`config.mk`:
```
export PLATFORM = sky130hd
export DESIGN_NAME = keyword_substitution_cipher_unit
export DESIGN_NICKNAME = d
export VERILOG_FILES = /design/src/hdl/kwsc_pkg.sv /design/src/hdl/keyword_substitution_cipher_unit.sv /design/src/hdl/kwsc_ctrl.sv /design/src/hdl/kwsc_datapath.sv
export VERILOG_INCLUDE_DIRS = /design/src /design/src/hdl
export SDC_FILE = /design/constraint.sdc
export NUM_CORES = 1
export LEC_CHECK = 0
export ABC_AREA = 1
export BUFFER_PORTS_ARGS = -buffer_cell sky130_fd_sc_hd__buf_4
export CAP_MARGIN = 10
export CORE_MARGIN = 1
export CORE_UTILIZATION = 30
export DETAILED_ROUTE_END_ITERATION = 10
export PLACE_DENSITY = 0.41
export SLEW_MARGIN = 20
export SYNTH_ARGS = -nofsm -noshare
export SYNTH_HDL_FRONTEND = slang
export SYNTH_SLANG_ARGS = --single-unit
```
`constraint.sdc`:
```
create_clock -name aclk -period 2.8 [get_ports aclk]
set_input_delay 0.14 -clock aclk [delete_from_list [all_inputs] [get_ports aclk]]
set_output_delay 0.14 -clock aclk [all_outputs]
set_load 0.01 [all_outputs]
```
`src/hdl/assert_macros.svh`:
```
// Assertion macros used by the cipher unit's datapath.
`ifndef ASSERT_MACROS_SVH
`define ASSERT_MACROS_SVH

`ifndef SYNTHESIS

// Clocked check that is switched off while reset is asserted.
`define KWSC_ASSERT(lbl, clk, rstn, prop, msg) \
    lbl: assert property (@(posedge clk) disable iff (!rstn) prop) else $error(msg);

// Clocked check that also holds while reset is asserted.
`define KWSC_ASSERT_ALWAYS(lbl, clk, prop, msg) \
    lbl: assert property (@(posedge clk) prop) else $error(msg);

`else

`define KWSC_ASSERT(lbl, clk, rstn, prop, msg)
`define KWSC_ASSERT_ALWAYS(lbl, clk, prop, msg)

`endif

`endif

```
`src/hdl/kwsc_pkg.sv`:
```
// Shared constants, helper function and controller/datapath interface types.
package kwsc_pkg;

    localparam int ALPHABET_SIZE_DEFAULT = 26;

    localparam logic [7:0] ROUNDS_RESET  = 8'd1;
    localparam logic [7:0] CHAR_A_LOWER  = 8'h61;
    localparam logic [7:0] CHAR_A_UPPER  = 8'h41;
    localparam logic [7:0] CHAR_Z_UPPER  = 8'h5A;
    localparam logic [7:0] CASE_OFFSET   = 8'h20;

    // Commands from the controller to the datapath.
    typedef struct packed {
        logic load;
        logic key_update;
        logic fill_init;
        logic fill_step;
        logic key_commit;
        logic round_step;
        logic emit;
    } kwsc_cmd_t;

    // Status from the datapath to the controller.
    typedef struct packed {
        logic item_last;
        logic fill_done;
        logic rounds_done;
        logic out_free;
    } kwsc_status_t;

    // True when b is one of the first size lower-case letters.
    function automatic logic in_alphabet(input logic [7:0] b, input logic [7:0] size);
        logic [7:0] off;
        off = b - CHAR_A_LOWER;
        return (b >= CHAR_A_LOWER) && (off < size);
    endfunction

endpackage

```
`src/hdl/keyword_substitution_cipher_unit.sv`:
```
// Keyword substitution cipher unit. Input beats are either key bytes (s_action low) or
// message bytes (s_action high). Key bytes are filtered for repeats and the distinct ones
// fill the substitution slots for 'a', 'b', ... in order; the key byte that carries s_last
// completes the table by walking the alphabet once, starting after the last distinct key
// byte if it is a letter (else at 'a') and wrapping, assigning each letter not yet used.
// Each key byte is accepted and then filtered; the final one also runs that completion walk.
// A message byte is first accepted, then passes once per round through the single
// lowercase-and-substitute unit; the block then notices the count has run out and hands the
// result to the output register. With no completed key in the table, a round only lowercases;
// with rounds at zero the byte passes unchanged. Only one item is in work at a time, but a
// finished result waits in the output register so the block is free to take the next
// input beat. The rounds register is written through the cfg channel, which is always
// ready and should be used only while the block is idle; it resets to one.
module keyword_substitution_cipher_unit
    import kwsc_pkg::*;
#(
    parameter int ALPHABET_SIZE = ALPHABET_SIZE_DEFAULT
) (
    input  logic       aclk,
    input  logic       aresetn,
    // Input item channel.
    input  logic       s_valid,
    output logic       s_ready,
    input  logic       s_action,
    input  logic [7:0] s_char_value,
    input  logic       s_last,
    // Result channel.
    output logic       m_valid,
    input  logic       m_ready,
    output logic [7:0] m_out_char,
    // Rounds register write channel.
    input  logic       cfg_valid,
    output logic       cfg_ready,
    input  logic [7:0] cfg_data
);

    kwsc_cmd_t    cmd;
    kwsc_status_t status;

    // The single register accepts a write in any cycle.
    assign cfg_ready = 1'b1;

    // The controller decides what happens in each cycle; the datapath holds all state.
    kwsc_ctrl u_ctrl (
        .aclk     (aclk),
        .aresetn  (aresetn),
        .s_valid  (s_valid),
        .s_action (s_action),
        .s_ready  (s_ready),
        .status   (status),
        .cmd      (cmd)
    );

    kwsc_datapath #(
        .ALPHABET_SIZE (ALPHABET_SIZE)
    ) u_datapath (
        .aclk         (aclk),
        .aresetn      (aresetn),
        .cmd          (cmd),
        .status       (status),
        .s_action     (s_action),
        .s_char_value (s_char_value),
        .s_last       (s_last),
        .cfg_valid    (cfg_valid),
        .cfg_data     (cfg_data),
        .m_ready      (m_ready),
        .m_valid      (m_valid),
        .m_out_char   (m_out_char)
    );

endmodule

```
`src/hdl/kwsc_ctrl.sv`:
```
// Sequencing state machine of the keyword substitution cipher unit.
module kwsc_ctrl
    import kwsc_pkg::*;
(
    input  logic         aclk,
    input  logic         aresetn,
    input  logic         s_valid,
    input  logic         s_action,
    output logic         s_ready,
    input  kwsc_status_t status,
    output kwsc_cmd_t    cmd
);

    typedef enum logic [5:0] {
        ST_IDLE  = 6'b000001,
        ST_KEY   = 6'b000010,
        ST_FINIT = 6'b000100,
        ST_FILL  = 6'b001000,
        ST_ROUND = 6'b010000,
        ST_EMIT  = 6'b100000
    } kwsc_state_t;

    kwsc_state_t state_reg;
    kwsc_state_t state_next;

    always_ff @(posedge aclk) begin
        if (!aresetn) begin
            state_reg <= ST_IDLE;
        end else begin
            state_reg <= state_next;
        end
    end

    always_comb begin
        state_next = state_reg;
        cmd        = '0;
        s_ready    = 1'b0;
        unique case (state_reg)
            ST_IDLE: begin
                s_ready = 1'b1;
                if (s_valid) begin
                    cmd.load   = 1'b1;
                    state_next = s_action ? ST_ROUND : ST_KEY;
                end
            end
            ST_KEY: begin
                cmd.key_update = 1'b1;
                state_next     = status.item_last ? ST_FINIT : ST_IDLE;
            end
            ST_FINIT: begin
                cmd.fill_init = 1'b1;
                state_next    = ST_FILL;
            end
            ST_FILL: begin
                if (status.fill_done) begin
                    cmd.key_commit = 1'b1;
                    state_next     = ST_IDLE;
                end else begin
                    cmd.fill_step = 1'b1;
                end
            end
            ST_ROUND: begin
                if (status.rounds_done) begin
                    state_next = ST_EMIT;
                end else begin
                    cmd.round_step = 1'b1;
                end
            end
            ST_EMIT: begin
                if (status.out_free) begin
                    cmd.emit   = 1'b1;
                    state_next = ST_IDLE;
                end
            end
            default: begin
                state_next = ST_IDLE;
            end
        endcase
    end

endmodule

```
`src/hdl/kwsc_datapath.sv`:
```
// Key table, duplicate filter, table completion walk, round unit and output register.
`include "assert_macros.svh"

module kwsc_datapath
    import kwsc_pkg::*;
#(
    parameter int ALPHABET_SIZE = ALPHABET_SIZE_DEFAULT
) (
    input  logic         aclk,
    input  logic         aresetn,
    input  kwsc_cmd_t    cmd,
    output kwsc_status_t status,
    input  logic         s_action,
    input  logic [7:0]   s_char_value,
    input  logic         s_last,
    input  logic         cfg_valid,
    input  logic [7:0]   cfg_data,
    input  logic         m_ready,
    output logic         m_valid,
    output logic [7:0]   m_out_char
);

    localparam int IW  = (ALPHABET_SIZE > 1) ? $clog2(ALPHABET_SIZE) : 1;
    localparam int KCW = $clog2(ALPHABET_SIZE + 1);
    localparam logic [KCW-1:0] KC_FULL  = KCW'(ALPHABET_SIZE);
    localparam logic [IW-1:0]  IDX_LAST = IW'(ALPHABET_SIZE - 1);
    localparam logic [7:0]     ASIZE8   = 8'(ALPHABET_SIZE);

    logic [7:0]     rounds_reg;
    logic [7:0]     round_cnt_reg;
    logic [7:0]     char_reg;
    logic           last_reg;
    logic [255:0]   seen_reg;
    logic           seen_hit_reg;
    logic [KCW-1:0] key_count_reg;
    logic [7:0]     last_kept_reg;
    logic           new_key_reg;
    logic           table_valid_reg;
    logic [ALPHABET_SIZE-1:0] used_reg;
    logic [7:0]     sub_table_reg [ALPHABET_SIZE];
    logic [IW-1:0]  fill_idx_reg;
    logic [KCW-1:0] fill_steps_reg;
    logic           out_valid_reg;
    logic [7:0]     out_char_reg;

    logic           key_start;
    logic           key_store;
    logic           key_alpha;
    logic [7:0]     key_off;
    logic           fill_write;
    logic [7:0]     fill_letter;
    logic [7:0]     start_off;
    logic           start_ok;
    logic [IW-1:0]  start_idx;
    logic [7:0]     lower_char;
    logic [7:0]     lower_off;
    logic [7:0]     round_char;

    // Key byte decode.
    assign key_start  = cmd.load && !s_action && new_key_reg;
    assign key_store  = cmd.key_update && !seen_hit_reg && (key_count_reg < KC_FULL);
    assign key_off    = char_reg - CHAR_A_LOWER;
    assign key_alpha  = in_alphabet(char_reg, ASIZE8);

    // Completion walk.
    assign start_off   = last_kept_reg - CHAR_A_LOWER;
    assign start_ok    = (key_count_reg != '0) && in_alphabet(last_kept_reg, ASIZE8);
    assign start_idx   = (!start_ok || start_off[IW-1:0] == IDX_LAST) ? '0
                                                                    : start_off[IW-1:0] + IW'(1);
    assign fill_write  = cmd.fill_step && !used_reg[fill_idx_reg];
    assign fill_letter = CHAR_A_LOWER + 8'(fill_idx_reg);

    // One round: fold upper case, then substitute an alphabet letter once the table is valid.
    assign lower_char = (char_reg >= CHAR_A_UPPER && char_reg <= CHAR_Z_UPPER)
                        ? char_reg + CASE_OFFSET : char_reg;
    assign lower_off  = lower_char - CHAR_A_LOWER;
    assign round_char = (table_valid_reg && in_alphabet(lower_char, ASIZE8))
                        ? sub_table_reg[lower_off[IW-1:0]] : lower_char;

    assign status.item_last   = last_reg;
    assign status.fill_done   = (key_count_reg == KC_FULL) || (fill_steps_reg == KC_FULL);
    assign status.rounds_done = (round_cnt_reg == '0);
    assign status.out_free    = !out_valid_reg || m_ready;

    assign m_valid    = out_valid_reg;
    assign m_out_char = out_char_reg;

    always_ff @(posedge aclk) begin
        if (!aresetn) begin
            rounds_reg <= ROUNDS_RESET;
        end else if (cfg_valid) begin
            rounds_reg <= cfg_data;
        end
    end

    // Item capture and the round loop share the working byte register.
    always_ff @(posedge aclk) begin
        if (cmd.load) begin
            char_reg      <= s_char_value;
            last_reg      <= s_last;
            round_cnt_reg <= rounds_reg;
            seen_hit_reg  <= new_key_reg ? 1'b0 : seen_reg[s_char_value];
        end else if (cmd.round_step) begin
            char_reg      <= round_char;
            round_cnt_reg <= round_cnt_reg - 8'd1;
        end
    end

    always_ff @(posedge aclk) begin
        if (!aresetn) begin
            seen_reg        <= '0;
            key_count_reg   <= '0;
            last_kept_reg   <= '0;
            new_key_reg     <= 1'b1;
            table_valid_reg <= 1'b0;
            used_reg        <= '0;
        end else if (key_start) begin
            seen_reg        <= '0;
            key_count_reg   <= '0;
            new_key_reg     <= 1'b0;
            table_valid_reg <= 1'b0;
            used_reg        <= '0;
        end else if (cmd.key_update) begin
            if (!seen_hit_reg) begin
                seen_reg[char_reg] <= 1'b1;
                last_kept_reg      <= char_reg;
            end
            if (key_store) begin
                key_count_reg <= key_count_reg + KCW'(1);
                if (key_alpha) begin
                    used_reg[key_off[IW-1:0]] <= 1'b1;
                end
            end
        end else if (fill_write) begin
            used_reg[fill_idx_reg] <= 1'b1;
            key_count_reg          <= key_count_reg + KCW'(1);
        end else if (cmd.key_commit) begin
            table_valid_reg <= 1'b1;
            new_key_reg     <= 1'b1;
        end
    end

    // Key bytes and completion letters both go to the slot after the last filled one.
    always_ff @(posedge aclk) begin
        if (key_store) begin
            sub_table_reg[key_count_reg[IW-1:0]] <= char_reg;
        end else if (fill_write) begin
            sub_table_reg[key_count_reg[IW-1:0]] <= fill_letter;
        end
    end

    always_ff @(posedge aclk) begin
        if (cmd.fill_init) begin
            fill_idx_reg   <= start_idx;
            fill_steps_reg <= '0;
        end else if (cmd.fill_step) begin
            fill_idx_reg   <= (fill_idx_reg == IDX_LAST) ? '0 : fill_idx_reg + IW'(1);
            fill_steps_reg <= fill_steps_reg + KCW'(1);
        end
    end

    always_ff @(posedge aclk) begin
        if (!aresetn) begin
            out_valid_reg <= 1'b0;
        end else if (cmd.emit) begin
            out_valid_reg <= 1'b1;
        end else if (m_ready) begin
            out_valid_reg <= 1'b0;
        end
    end

    always_ff @(posedge aclk) begin
        if (cmd.emit) begin
            out_char_reg <= char_reg;
        end
    end

    `KWSC_ASSERT(a_fill_stops, aclk, aresetn, !(cmd.fill_step && status.fill_done), "fill step issued after the table was complete")
    `KWSC_ASSERT(a_emit_room, aclk, aresetn, cmd.emit |-> (!out_valid_reg || m_ready), "result emitted over a beat still waiting")
    `KWSC_ASSERT(a_table_full, aclk, aresetn, table_valid_reg |-> (key_count_reg == KC_FULL), "table marked valid with empty slots")
    `KWSC_ASSERT_ALWAYS(a_reset_out, aclk, !aresetn |=> !out_valid_reg, "output beat valid right after reset")

endmodule

```
==> impl_metrics.toml <==
[outcome]
status = "finished, final reports clean"

[yosys]
mappedNetlistArea_um2 = 24410
synthCells = 2857
yosys_warnings = 0
synth-seq-cells = 556
synth_fp_nets = 2904
yosysSeqAreaShare_pct = 55.39
avgSynthCellArea_um2 = 8.546
synthDistinctLibCells = 51

[layout]
final_cell_mix = "548 x nand2_1, 438 x nor2_1, 373 x a21oi_1"
syn2layout_area_growth_pct = 18.24
multi_input_area_um2 = 9577
final_util_pct = 35.84
drive_gt1_share_pct = 11.81
final_common_cell = "nand2_1"
fill_cells = 8272
diodes = 0
final_cells = 4067
largest_reg_flops = 256
nNetsFinal = 3005
regArea_um2 = 13520

[critical_path]
worst-path-stages = 12
slowest_delay_ps = 400
arrival_ps = 2960
critPathSlowestCell = "dfxtp_1"
cp_top_family = "simple AND/OR/NAND/NOR gates"
cp-end-kind = "flop"
critPathKind = "flop to flop"
path_cells = "inv_1 > ha_1 > nand3_1 > nand2_2 > nor2_4 > nand2_1 > nor3_2 > nand2_2 > nand2_4 > nand2_1 > nor2_1 > buf_4"
path_buf_inv = 2
r2r_cells = 12
start_kind = "flop"
required_ps = 3090
crit_fanout = 9

[floorplanning]
dieWidth_um = 287.3
dieHeight_um = 287.3
die_area_um2 = 82530
initial_core_util_pct = 30.31
core_area_um2 = 80550
rows = 104
ios = 34

[detailed_routing]
wl_per_cell_um = 19.80
first_iter_violations = 1761
ant_nets = 0
drc = 0
drt_pass1_iterations = 5
viasPerCell = 5.077
finalWirelength_mm = 80.54
vias = 20650

[timing]
fin_crit_sh_pct = 95.14
fmax_ghz = 0.3754
slew_headroom_pct = 27.21
rsz0062_at_grt = "true"
post-route-min-period_ps = 2664
slew_viol_final = 0
fin_worst_skew_ps = 26.32
hold_viol = 0
finalSetupViolCount = 0
holdWs_ps = 135.7
worst_slew_pin_slew_ps = 1088

[worst_hold_path]
hp-class = "input port to flop"
min_path_cells = 3

[cts]
cts-root-buf = "clkbuf_16"
cts.sinks = 556
clk_path_buf_depth = 3
cts_tree = "built"
htreeDepth = 3
worstSkewPairLatency_ps = 610
numCtsBuffers = 67
clk_pin_slew_ps = 50

[flow_run]
max_cap_violations = 0

[global_routing]
grt_util_met3_pct = 2.921
busiest_layer = "met2"
grt_usage_pct = 19.40
grt_first_pass_wirelength_mm = 122.8
met1_usage_pct = 28.05
grt-ovfl-total = 0
grt_pass1_vias = 20000
antenna_found_initial = 1
grt_max_degree = 77
use_met2_pct = 30.20

[power_and_ir_drop]
peakVddDrop_mv = 0.4668
power_leakage_nw = 10.65
power.density_nw_per_um2 = 778.1

[placement]
hpwl_mm = 51.98
gp_congestion = 0.8354
port_buffers = 32
dp_cells = 3915
==> worst paths after layout <==
| kind | start | to | slack [ps] |
|---|---|---|---|
| setup reg to reg | u_datapath.key_count_reg[0] | u_datapath.sub_table_reg[1][4] | 140 |
| hold reg to reg | u_datapath.used_reg[8] | u_datapath.used_reg[8] | 450 |
| setup / recovery | u_datapath.key_count_reg[0] | u_datapath.sub_table_reg[1][4] | 140 |
| hold / removal | s_char_value[4] | u_datapath.char_reg[4] | 140 |
==> where the power goes <==
part	internal [mW]	total [mW]	switching (mW)	leakage (nW)
sequential	8.89	9.04	0.150	4.72
combinational	1.44	5.11	3.67	4.91
clock	4.85	8.31	3.47	1.01
==> cells in the mapped netlist (all sizes together) <==
master    n  area share, %
xor2      6           0.22
clkbuf   57           0.88
mux2i     1          0.041
a31oi     5           0.13
a32oi     1          0.036
nand3b    2          0.061
inv     129            2.0
a22oi    19           0.58
o21a      2          0.061
o22ai    18           0.46
o221ai    4           0.14
buf     116            2.8
nand3   332            6.9
a21oi   373            7.6
clkinv    1          0.015
a21boi    2          0.061
o31ai     3          0.092
o21ai   103            2.2
nor2    454            7.3
xnor2     4           0.17
o32ai     9           0.32
ha       24            1.2
or2       6           0.15
a211oi    3          0.092
nand2   563            8.9
conb      1          0.015
nor3     38            1.4
o211ai    3          0.092
nor4      1          0.026
nor3b     1          0.031
dfxtp   317             26
nand4     9           0.23
and3      1          0.026
a32o     10           0.41
edfxtp  239             29
==> per-layer routing <==
layer | part of all wire [%] | up-vias
met2 | 45 | 554
met4 | 1.5 | 0
met1 | 49 | 10080
li1 | - | 9927
met3 | 5.0 | 92
met5 | 0 | -
==> through the flow <==
stage	instance area [µm²]	worst slack [ps]	total power [mW]	setup TNS, ps
floorplan	24430	-241.2	12.14	-35180
global placement	26440	158.3	14.31	0
detailed placement	26440	112.2	14.33	0
CTS	28860	93.56	22.79	0
global route	28870	-26.88	23.53	-384.9
finish	28870	136.1	22.46	0
==> cells by family after synthesis <==
group	after synthesis	share of synthesized area, %
fa+ha+maj	24	1.230
mux	1	0.04100
simple gates	1407	24.95
buf+inv	303	5.678
compound gates	555	12.30
other cells	1	0.01536
flops	556	55.39
xor+xnor	10	0.3895
==> tightest hold or removal path: cells and delay by family <==
| kind | cells | cell delay (ps) |
|---|---|---|
| buffers and inverters | 1 | 210 |
| and+or+nand+nor | 2 | 200 |
==> final cells by class <==
type / instances / area share, %
sequential: 556 / 46.84
multi-input combinational: 1998 / 33.17
timing repair buffer: 205 / 6.506
clock buffer: 96 / 6.467
tap: 1060 / 4.594
inverter: 130 / 1.703
clock inverter: 22 / 0.7108
==> repair_timing <==
action                                 4_1_cts  5_1_grt
setup buffers                                0        0
hold buffers                                34        0
setup endpoints to repair                    0       24
endpoints found under the hold margin       27        0
resized for setup                            0        1
Power figures use the tool's default switching activity.
